--- config.mk ---
export PLATFORM = sky130hd
export DESIGN_NAME = unicycle_odometry_integrator_top_flat
export DESIGN_NICKNAME = d
export VERILOG_FILES = /design/src/rtl/odo_pkg.sv /design/src/rtl/odo_if.sv /design/src/rtl/odo_datapath.sv /design/src/rtl/odo_ctrl.sv /design/src/rtl/unicycle_odometry_integrator_top.sv /design/src/flat_wrapper.sv
export SDC_FILE = /design/constraint.sdc
export NUM_CORES = 2
export LEC_CHECK = 0
export BUFFER_PORTS_ARGS = -buffer_cell sky130_fd_sc_hd__buf_4
export CELL_PAD_IN_SITES_DETAIL_PLACEMENT = 0
export CELL_PAD_IN_SITES_GLOBAL_PLACEMENT = 1
export CORE_UTILIZATION = 35
export DETAILED_ROUTE_END_ITERATION = 8
export GPL_ROUTABILITY_DRIVEN = 1
export HOLD_SLACK_MARGIN = 0.02
export PLACE_DENSITY_LB_ADDON = 0.1
export SLEW_MARGIN = 0
export SYNTH_ARGS = -nofsm -noshare
export SYNTH_HDL_FRONTEND = slang
export SYNTH_SLANG_ARGS = --single-unit
--- constraint.sdc ---
create_clock -name clk -period 14.6 [get_ports clk]
set_input_delay 2.19 -clock clk [delete_from_list [all_inputs] [get_ports clk]]
set_output_delay 2.19 -clock clk [all_outputs]
set_load 0.02 [all_outputs]
--- src/rtl/odo_pkg.sv ---
package odo_pkg;

  localparam int CORDIC_STEPS = 24;
  localparam int CORDIC_RUN = (CORDIC_STEPS > 32) ? 32 : CORDIC_STEPS;

  localparam logic signed [33:0] GAIN_Q30 = 34'sd652032874;
  localparam logic signed [33:0] ONE_Q30 = 34'sd1073741824;
  localparam logic [31:0] RATE_K = 32'd2935890503;

  // atan(2^-i) in binary angle units
  localparam logic [31:0] ATAN_TBL [32] = '{
    32'd536870912, 32'd316933406, 32'd167458907, 32'd85004756,
    32'd42667331, 32'd21354465, 32'd10679838, 32'd5340245,
    32'd2670163, 32'd1335087, 32'd667544, 32'd333772,
    32'd166886, 32'd83443, 32'd41722, 32'd20861,
    32'd10430, 32'd5215, 32'd2608, 32'd1304,
    32'd652, 32'd326, 32'd163, 32'd81,
    32'd41, 32'd20, 32'd10, 32'd5,
    32'd3, 32'd1, 32'd1, 32'd0
  };

  typedef enum logic [4:0] {
    ST_IDLE, ST_MD, ST_MR, ST_ROT, ST_FIX,
    ST_XH, ST_XL, ST_XR, ST_XA,
    ST_YH, ST_YL, ST_YR, ST_YA,
    ST_RL, ST_RH, ST_RA, ST_PUB
  } state_t;

  typedef enum logic [2:0] {
    MUL_NONE, MUL_DIST, MUL_ROT, MUL_HI, MUL_LO, MUL_KLO, MUL_KHI
  } mul_op_t;

  typedef struct packed {
    logic    take;
    mul_op_t mul_op;
    logic    ld_ud;
    logic    ld_m;
    logic    ld_ph;
    logic    rot_step;
    logic    fix;
    logic    use_s;
    logic    ld_q;
    logic    acc;
    logic    yaw_upd;
    logic    ld_out;
  } odo_cmd_t;

  typedef struct packed {
    logic cordic_last;
  } odo_stat_t;

endpackage

--- src/rtl/odo_if.sv ---
interface odo_in_if;
  logic               valid;
  logic               ready;
  logic signed [15:0] linear_speed;
  logic signed [15:0] turn_rate;
  logic        [31:0] time_us;

  modport source(output valid, linear_speed, turn_rate, time_us, input ready);
  modport sink(input valid, linear_speed, turn_rate, time_us, output ready);
endinterface

interface odo_out_if;
  logic               valid;
  logic               ready;
  logic signed [47:0] x_position;
  logic signed [47:0] y_position;
  logic        [31:0] heading;

  modport source(output valid, x_position, y_position, heading, input ready);
  modport sink(input valid, x_position, y_position, heading, output ready);
endinterface

--- src/rtl/odo_datapath.sv ---
module odo_datapath
  import odo_pkg::*;
(
  input  logic               clk,
  input  logic               rst_n,
  input  odo_cmd_t           cmd,
  output odo_stat_t          stat,
  input  logic signed [15:0] in_linear_speed,
  input  logic signed [15:0] in_turn_rate,
  input  logic        [31:0] in_time_us,
  output logic signed [47:0] out_x_position,
  output logic signed [47:0] out_y_position,
  output logic        [31:0] out_heading
);

  localparam logic signed [49:0] SAT_HI = 50'sd140737488355327;
  localparam logic signed [49:0] SAT_LO = -50'sd140737488355328;

  logic               started_r;
  logic        [31:0] last_time_r;
  logic signed [47:0] pos_x_r, pos_y_r;
  logic        [31:0] yaw_r;

  logic        [15:0] v_mag_r, w_mag_r;
  logic               v_neg_r, w_neg_r;
  logic        [31:0] dt_r;
  logic        [47:0] ud_r, m_r;
  logic        [63:0] prod_r, ph_r;
  logic signed [33:0] cx_r, cy_r, cz_r;
  logic        [4:0]  iter_r;
  logic               flip_r;
  logic signed [31:0] c_r, s_r;
  logic        [47:0] q_r;
  logic               q_neg_r;
  logic signed [47:0] out_x_r, out_y_r;
  logic        [31:0] out_hd_r;

  logic        [31:0] dt_nxt;
  logic        [31:0] ang_fold;
  logic               flip_nxt;
  logic        [31:0] mul_a, mul_b;
  logic signed [31:0] comp;
  logic        [30:0] uc;
  logic        [78:0] rnd_sum;
  logic signed [49:0] delta, acc_sum;
  logic signed [47:0] acc_sat;
  logic signed [33:0] dx, dy, atan_ext;
  logic signed [33:0] xf, yf;
  logic signed [31:0] c_nxt, s_nxt;
  logic        [31:0] yaw_step;

  assign dt_nxt   = started_r ? (in_time_us - last_time_r) : 32'd0;
  assign flip_nxt = yaw_r[31] ^ yaw_r[30];
  assign ang_fold = flip_nxt ? (yaw_r + 32'h8000_0000) : yaw_r;

  // shared 32x32 unsigned multiplier
  always_comb begin
    mul_a = 32'd0;
    mul_b = 32'd0;
    unique case (cmd.mul_op)
      MUL_DIST: begin
        mul_a = {16'd0, v_mag_r};
        mul_b = dt_r;
      end
      MUL_ROT: begin
        mul_a = {16'd0, w_mag_r};
        mul_b = dt_r;
      end
      MUL_HI: begin
        mul_a = {8'd0, ud_r[47:24]};
        mul_b = {1'b0, uc};
      end
      MUL_LO: begin
        mul_a = {8'd0, ud_r[23:0]};
        mul_b = {1'b0, uc};
      end
      MUL_KLO: begin
        mul_a = m_r[31:0];
        mul_b = RATE_K;
      end
      MUL_KHI: begin
        mul_a = {16'd0, m_r[47:32]};
        mul_b = RATE_K;
      end
      default: begin
        mul_a = 32'd0;
        mul_b = 32'd0;
      end
    endcase
  end

  assign comp = cmd.use_s ? s_r : c_r;
  assign uc   = comp[31] ? 31'(-comp) : comp[30:0];

  assign rnd_sum = {ph_r[54:0], 24'd0} + {15'd0, prod_r} + 79'(1 << 29);

  assign delta   = q_neg_r ? -$signed({2'b00, q_r}) : $signed({2'b00, q_r});
  assign acc_sum = (cmd.use_s ? {{2{pos_y_r[47]}}, pos_y_r} : {{2{pos_x_r[47]}}, pos_x_r})
                   + delta;

  always_comb begin
    if (acc_sum > SAT_HI) acc_sat = SAT_HI[47:0];
    else if (acc_sum < SAT_LO) acc_sat = SAT_LO[47:0];
    else acc_sat = acc_sum[47:0];
  end

  assign dx       = cy_r >>> iter_r;
  assign dy       = cx_r >>> iter_r;
  assign atan_ext = $signed({2'b00, ATAN_TBL[iter_r]});

  assign xf = flip_r ? -cx_r : cx_r;
  assign yf = flip_r ? -cy_r : cy_r;

  always_comb begin
    if (xf > ONE_Q30) c_nxt = ONE_Q30[31:0];
    else if (xf < -ONE_Q30) c_nxt = 32'(-ONE_Q30);
    else c_nxt = xf[31:0];
    if (yf > ONE_Q30) s_nxt = ONE_Q30[31:0];
    else if (yf < -ONE_Q30) s_nxt = 32'(-ONE_Q30);
    else s_nxt = yf[31:0];
  end

  // ph_r holds the low partial product, prod_r the high one
  assign yaw_step = prod_r[31:0] + ph_r[63:32] + {31'd0, ph_r[31]};

  always_ff @(posedge clk) begin
    if (!rst_n) begin
      started_r   <= 1'b0;
      last_time_r <= 32'd0;
      pos_x_r     <= '0;
      pos_y_r     <= '0;
      yaw_r       <= 32'd0;
    end else begin
      if (cmd.take) begin
        started_r   <= 1'b1;
        last_time_r <= in_time_us;
      end
      if (cmd.acc) begin
        if (cmd.use_s) pos_y_r <= acc_sat;
        else pos_x_r <= acc_sat;
      end
      if (cmd.yaw_upd) yaw_r <= w_neg_r ? (yaw_r - yaw_step) : (yaw_r + yaw_step);
    end
  end

  always_ff @(posedge clk) begin
    if (cmd.take) begin
      v_neg_r <= in_linear_speed[15];
      w_neg_r <= in_turn_rate[15];
      v_mag_r <= in_linear_speed[15] ? 16'(-in_linear_speed) : in_linear_speed;
      w_mag_r <= in_turn_rate[15] ? 16'(-in_turn_rate) : in_turn_rate;
      dt_r    <= dt_nxt;
      cx_r    <= GAIN_Q30;
      cy_r    <= '0;
      cz_r    <= {{2{ang_fold[31]}}, ang_fold};
      flip_r  <= flip_nxt;
      iter_r  <= 5'd0;
    end
    if (cmd.mul_op != MUL_NONE) prod_r <= 64'(mul_a) * 64'(mul_b);
    if (cmd.ld_ud) ud_r <= prod_r[47:0];
    if (cmd.ld_m) m_r <= prod_r[47:0];
    if (cmd.ld_ph) ph_r <= prod_r;
    if (cmd.rot_step) begin
      if (!cz_r[33]) begin
        cx_r <= cx_r - dx;
        cy_r <= cy_r + dy;
        cz_r <= cz_r - atan_ext;
      end else begin
        cx_r <= cx_r + dx;
        cy_r <= cy_r - dy;
        cz_r <= cz_r + atan_ext;
      end
      iter_r <= iter_r + 5'd1;
    end
    if (cmd.fix) begin
      c_r <= c_nxt;
      s_r <= s_nxt;
    end
    if (cmd.ld_q) begin
      q_r     <= rnd_sum[77:30];
      q_neg_r <= comp[31] ^ v_neg_r;
    end
    if (cmd.ld_out) begin
      out_x_r  <= pos_x_r;
      out_y_r  <= pos_y_r;
      out_hd_r <= yaw_r;
    end
  end

  assign stat.cordic_last = (iter_r == 5'(CORDIC_RUN - 1));

  assign out_x_position = out_x_r;
  assign out_y_position = out_y_r;
  assign out_heading    = out_hd_r;

  a_clamp: assert property (@(posedge clk) disable iff (!rst_n)
    $past(cmd.fix) |-> (c_r <= $signed(ONE_Q30[31:0])) && (c_r >= 32'(-ONE_Q30))
      && (s_r <= $signed(ONE_Q30[31:0])) && (s_r >= 32'(-ONE_Q30)))
    else $error("cordic output outside unit range");

endmodule

--- src/rtl/odo_ctrl.sv ---
module odo_ctrl
  import odo_pkg::*;
(
  input  logic      clk,
  input  logic      rst_n,
  input  logic      in_valid,
  output logic      in_ready,
  output logic      out_valid,
  input  logic      out_ready,
  input  odo_stat_t stat,
  output odo_cmd_t  cmd
);

  state_t state_r, state_nxt;
  logic   out_valid_r, out_valid_nxt;
  logic   pub_ok;

  assign pub_ok = !out_valid_r || out_ready;

  always_comb begin
    state_nxt = state_r;
    unique case (state_r)
      ST_IDLE: if (in_valid) state_nxt = ST_MD;
      ST_MD:   state_nxt = ST_MR;
      ST_MR:   state_nxt = ST_ROT;
      ST_ROT:  if (stat.cordic_last) state_nxt = ST_FIX;
      ST_FIX:  state_nxt = ST_XH;
      ST_XH:   state_nxt = ST_XL;
      ST_XL:   state_nxt = ST_XR;
      ST_XR:   state_nxt = ST_XA;
      ST_XA:   state_nxt = ST_YH;
      ST_YH:   state_nxt = ST_YL;
      ST_YL:   state_nxt = ST_YR;
      ST_YR:   state_nxt = ST_YA;
      ST_YA:   state_nxt = ST_RL;
      ST_RL:   state_nxt = ST_RH;
      ST_RH:   state_nxt = ST_RA;
      ST_RA:   state_nxt = ST_PUB;
      ST_PUB:  if (pub_ok) state_nxt = ST_IDLE;
      default: state_nxt = ST_IDLE;
    endcase
  end

  always_comb begin
    cmd      = '0;
    cmd.mul_op = MUL_NONE;
    in_ready = 1'b0;
    unique case (state_r)
      ST_IDLE: begin
        in_ready = 1'b1;
        cmd.take = in_valid;
      end
      ST_MD:  cmd.mul_op = MUL_DIST;
      ST_MR: begin
        cmd.mul_op = MUL_ROT;
        cmd.ld_ud  = 1'b1;
      end
      ST_ROT: cmd.rot_step = 1'b1;
      ST_FIX: begin
        cmd.fix  = 1'b1;
        cmd.ld_m = 1'b1;
      end
      ST_XH:  cmd.mul_op = MUL_HI;
      ST_XL: begin
        cmd.mul_op = MUL_LO;
        cmd.ld_ph  = 1'b1;
      end
      ST_XR:  cmd.ld_q = 1'b1;
      ST_XA:  cmd.acc = 1'b1;
      ST_YH: begin
        cmd.mul_op = MUL_HI;
        cmd.use_s  = 1'b1;
      end
      ST_YL: begin
        cmd.mul_op = MUL_LO;
        cmd.ld_ph  = 1'b1;
        cmd.use_s  = 1'b1;
      end
      ST_YR: begin
        cmd.ld_q  = 1'b1;
        cmd.use_s = 1'b1;
      end
      ST_YA: begin
        cmd.acc   = 1'b1;
        cmd.use_s = 1'b1;
      end
      ST_RL:  cmd.mul_op = MUL_KLO;
      ST_RH: begin
        cmd.mul_op = MUL_KHI;
        cmd.ld_ph  = 1'b1;
      end
      ST_RA:  cmd.yaw_upd = 1'b1;
      ST_PUB: cmd.ld_out = pub_ok;
      default: cmd = '0;
    endcase
  end

  always_comb begin
    if (cmd.ld_out) out_valid_nxt = 1'b1;
    else if (out_ready) out_valid_nxt = 1'b0;
    else out_valid_nxt = out_valid_r;
  end

  always_ff @(posedge clk) begin
    if (!rst_n) begin
      state_r     <= ST_IDLE;
      out_valid_r <= 1'b0;
    end else begin
      state_r     <= state_nxt;
      out_valid_r <= out_valid_nxt;
    end
  end

  assign out_valid = out_valid_r;

  a_one_item: assert property (@(posedge clk) disable iff (!rst_n)
    in_valid && in_ready |=> !in_ready && state_r == ST_MD)
    else $error("second transaction taken while busy");

  a_pub_hold: assert property (@(posedge clk) disable iff (!rst_n)
    state_r == ST_PUB && out_valid_r && !out_ready |=> state_r == ST_PUB && out_valid_r)
    else $error("result overwritten while receiver stalls");

  a_drain: assert property (@(posedge clk) disable iff (!rst_n)
    $fell(out_valid_r) |-> $past(out_ready) && !$past(cmd.ld_out))
    else $error("result dropped without transaction");

endmodule

--- src/rtl/unicycle_odometry_integrator_top.sv ---
// dead-reckoning pose integrator, euler step with an iterative cordic
// in_ch carries linear_speed (mm/s), turn_rate (mrad/s) and time_us (us);
// out_ch returns x_position, y_position (nm, saturating) and heading
// (2^32 units per turn), one result transaction per input transaction.
// both channels use valid/ready; a transaction happens when both are high.
// one item is in work at a time: in_ch.ready is high only while idle.
// from its input transaction to the point where it may leave the block, an
// item runs through the distance/rotation products, one cordic rotation per
// cycle on the single shared rotator, the x/y/heading updates on the one
// shared 32x32 multiplier, and the load of the output register.
// the result waits in an output register, so the next input is taken while
// the receiver stalls; a stalled result only blocks the item after it from
// being published. the first item after reset sees zero elapsed time.
// reset (rst_n low, synchronous) clears pose, heading and timestamp state
// and drops any result not yet taken.
module unicycle_odometry_integrator_top
  import odo_pkg::*;
(
  input logic        clk,
  input logic        rst_n,
  odo_in_if.sink     in_ch,
  odo_out_if.source  out_ch
);

  odo_cmd_t  cmd;
  odo_stat_t stat;

  odo_ctrl u_ctrl (
    .clk       (clk),
    .rst_n     (rst_n),
    .in_valid  (in_ch.valid),
    .in_ready  (in_ch.ready),
    .out_valid (out_ch.valid),
    .out_ready (out_ch.ready),
    .stat      (stat),
    .cmd       (cmd)
  );

  odo_datapath u_dp (
    .clk             (clk),
    .rst_n           (rst_n),
    .cmd             (cmd),
    .stat            (stat),
    .in_linear_speed (in_ch.linear_speed),
    .in_turn_rate    (in_ch.turn_rate),
    .in_time_us      (in_ch.time_us),
    .out_x_position  (out_ch.x_position),
    .out_y_position  (out_ch.y_position),
    .out_heading     (out_ch.heading)
  );

endmodule

--- src/flat_wrapper.sv ---
// flat-port wrapper written by rule: the top's interface ports become plain ports
module unicycle_odometry_integrator_top_flat import odo_pkg::*;
  (clk, rst_n, in_ch_valid, in_ch_linear_speed, in_ch_turn_rate, in_ch_time_us, in_ch_ready, out_ch_valid, out_ch_x_position, out_ch_y_position, out_ch_heading, out_ch_ready);
  odo_in_if in_ch_i ();
  odo_out_if out_ch_i ();
  input logic clk;
  input logic rst_n;
  input wire logic [$bits(in_ch_i.valid)-1:0] in_ch_valid;
  input wire logic [$bits(in_ch_i.linear_speed)-1:0] in_ch_linear_speed;
  input wire logic [$bits(in_ch_i.turn_rate)-1:0] in_ch_turn_rate;
  input wire logic [$bits(in_ch_i.time_us)-1:0] in_ch_time_us;
  output wire logic [$bits(in_ch_i.ready)-1:0] in_ch_ready;
  output wire logic [$bits(out_ch_i.valid)-1:0] out_ch_valid;
  output wire logic [$bits(out_ch_i.x_position)-1:0] out_ch_x_position;
  output wire logic [$bits(out_ch_i.y_position)-1:0] out_ch_y_position;
  output wire logic [$bits(out_ch_i.heading)-1:0] out_ch_heading;
  input wire logic [$bits(out_ch_i.ready)-1:0] out_ch_ready;
  assign in_ch_i.valid = in_ch_valid;
  assign in_ch_i.linear_speed = in_ch_linear_speed;
  assign in_ch_i.turn_rate = in_ch_turn_rate;
  assign in_ch_i.time_us = in_ch_time_us;
  assign in_ch_ready = in_ch_i.ready;
  assign out_ch_valid = out_ch_i.valid;
  assign out_ch_x_position = out_ch_i.x_position;
  assign out_ch_y_position = out_ch_i.y_position;
  assign out_ch_heading = out_ch_i.heading;
  assign out_ch_i.ready = out_ch_ready;
  unicycle_odometry_integrator_top u_core (.clk(clk), .rst_n(rst_n), .in_ch(in_ch_i), .out_ch(out_ch_i));
endmodule
==> key figures <==
Power
  • Max VDD drop: 299.4 uV
  • Cell area power density: 159.7 nW/um^2
  • Leakage: 41.91 nW

Synthesis
  • Mapped Area: 86580 sq um
  • Largest family of logic cells by synthesized area: adder cells
  • Synth Area in Compound Gates: 0.1280
  • Post-synthesis mux area share: 0.04082
  • Post-synth top area share: 0.2216
  • Number of synthesized register bits: 806
  • Avg Inst Size Synth: 9.315 sq um
  • Async SR Flop Fraction: 0
  • Xor-xnor portion of the synthesized cell area: 0.05948
  • Area share of and/or/nand/nor cells after synthesis: 0.1407
  • Synth Flop Type: edfxtp_1
  • Post-synth EDFFs: 639
  • Sequential cell area fraction in the yosys report: 0.2602
  • Synth area leaders: edfxtp_1, fa_1, ha_1
  • Synth Instances: 9295
  • Post-Synth Adder-Cell Area: 0.2956
  • Yosys warns: 0
  • Unique masters post-synth: 94
  • Dominant cell type by area after synthesis: edfxtp_1

Timing
  • Worst-Margin Slew: 1.328 ns
  • Post-layout minimum cycle time: 12.72 ns
  • Setup Skew: 0.07417 ns
  • Fin crit share: 0.8715
  • Max-slew violations: 0
  • Hold Vio Cnt, Final: 0
  • RSZ-0062 raised after global routing: no
  • Setup TNS: 0 ns
  • Slew HR: 0.1127
  • Peak Freq: 78.59 MHz
  • Final count of negative-setup-slack endpoints: 0

Setup path
  • Critical Path RT: 15.09 ns
  • R2R depth: 36
  • Worst Path Max Fanout: 79
  • Worst path slowest cell: o31ai_1
  • Crit path from: u_core.u_ctrl.state_r[1]
  • CP Capture Type: flop
  • Crit path arrival time: 13.22 ns
  • R2R Path Start: u_core.u_ctrl.state_r[1]
  • Worst setup SP type: flop
  • CP max stage delay: 0.86 ns
  • Critical path type: flop to flop
  • Most frequent CP cell: fa_1

Final layout
  • Most frequent cells in the layout: inv_1, nand2_1, fa_1
  • Multi-input gate area: 58280 sq um
  • Fill cells: 24640
  • Sequential cell area: 22530 sq um
  • Layout Nets: 10950
  • Share of cells above drive strength 1: 0.08328
  • Layout Utilization: 0.3885
  • Synth-to-Final Area Change: 10.36%
  • Commonest non-fill, non-tap cell in the layout: inv_1

Clock network
  • CTS Hold Bufs: 0
  • CTS tree: built
  • Sink Count: 806
  • Postcts setup bufs: 0
  • # resized after CTS: 0
  • Clock tree buffer depth: 3
  • Clock Latency Late Sink: 0.78 ns
  • CTS buffer count: 98
  • CTS root buffer: clkbuf_16
  • H-tree levels: 3
  • Clk slew on worst S/H paths: 0.06 ns

Routing
  • DRT antenna net count: 0
  • DRC viols: 0
  • Pre-Repair DR Iteration Count: 6
  • Vias: 67100
  • Initial drt markers: 4625
  • Wirelength per Cell: 23.74 um
  • Vias/cell: 5.290
  • Wirelength, routed: 301100 um

Min path
  • Worst Hold Depth: 0
  • Hold path start: u_core.u_dp.pos_y_r[37]
  • Min-Delay Path Class: flop to flop

Run
  • MaxCap Viol Count: 0

Floorplanning
  • Boundary Pins: 198
  • Row count: 182
  • Die width: 499.4 um
  • Overall die height: 499.4 um
  • Die Area: 249400 sq um
  • Initial Util: 0.3520
  • Core Footprint: 245900 sq um

Global route
  • Gr ovfl total: 0
  • Global-route wire length before repair: 448900 um
  • Met1 Use GR: 0.3299
  • GRT busiest layer: met2
  • Total GRT Usage: 0.2407
  • GR Util met3: 0.02652
  • Met2 usage: 0.3992
  • Vias in the first global route: 67860
  • Antenna violations before repair: 11
  • Largest net degree at the start of global routing: 111

Run status
  • Status: complete, no violations

Placed design
  • RePlAce Congestion: 0.9205
  • Dpl hpwl: 236200 um
  • IO buf count: 197
-- Yosys cell counts (95+ instances only) --
library cell and n:
o21ai_0 426, xnor2_1 341, a21oi_1 503, ha_1 599
dfxtp_1 167, fa_1 904, nand2_1 1009, edfxtp_1 639
nor2_1 870, a21o_1 185, and2_1 95, inv_1 1220
nand3_1 103, nand2b_1 96, nor3_1 133, xor2_1 247
clkbuf_1 389
-- path summary, 6_finish.rpt --
path         slack, ns                              to
max reg2reg       1.88          u_core.u_dp.prod_r[63]
min               0.44  u_core.u_dp.out_y_position[37]
min reg2reg       0.44  u_core.u_dp.out_y_position[37]
max               1.88          u_core.u_dp.prod_r[63]
-- cells by family (layout without fill, tap and decap cells) --
group                    after synthesis  count (layout)
flip-flops                           806             806
other                                  2             115
AO/OA/AOI/OAI                       1757            1757
multiplexers                         229             229
adder cells (fa/ha/maj)             1503            1503
buffers and inverters               1699            1756
XOR/XNOR                             588             588
AND/OR/NAND/NOR                     2711            2711
-- metal layers --
metal,vias to the layer above,share of wire
met5,-,0.000023
met4,2,0.033
met3,309,0.045
met2,1611,0.47
met1,33920,0.45
li1,31260,-
-- power by group --
group	switching, mW	leakage [nW]	internal (mW)
Combinational	5.71	33.0	3.45
Clock	1.12	1.68	1.52
Sequential	0.450	7.21	3.01
Total	7.29	41.9	7.98
-- critical path, delay by kind of cell, from the launching register on --
| family | cells | cell delay (ns) |
|---|---|---|
| compound gates | 13 | 4.09 |
| buf+inv | 4 | 0.57 |
| xor+xnor | 2 | 0.32 |
| fa+ha+maj | 10 | 4.94 |
| simple gates | 6 | 1.67 |
| flops | 1 | 0.48 |
| mux | 1 | 0.38 |
-- through the flow --
stage	setup WS, ns	total power, mW	hold slack [ns]	instance area (sq um)	std cells
global placement	2.026	12.61	0.4358	92070	12500
floorplan	1.917	9.524	0.4082	86990	9405
CTS	1.899	15.36	0.4332	95550	12680
detailed placement	1.909	12.59	0.4378	92070	12500
finish	1.876	15.26	0.4433	95550	12690
global route	1.187	16.36	0.4668	95550	12680
-- final cells by class --
cell class,count,share of cell area
multi-input combinational,6900,0.6099
antenna,3,0.00007857
sequential,806,0.2358
clock inverter,63,0.008053
clock buffer,121,0.02832
timing repair buffer,347,0.02752
inverter,1225,0.04815
tap,3220,0.04216
-- flip-flops by register name, indices dropped and copies added (netlist names), 48 cells and up --
signal                      cells
u_core.u_dp.out_y_position     48
u_core.u_dp.pos_y_r            48
u_core.u_dp.m_r                48
u_core.u_dp.ph_r               64
u_core.u_dp.ud_r               48
u_core.u_dp.out_x_position     48
u_core.u_dp.q_r                48
u_core.u_dp.prod_r             64
u_core.u_dp.pos_x_r            48
Note: power is estimated with default switching activity, not from simulation.
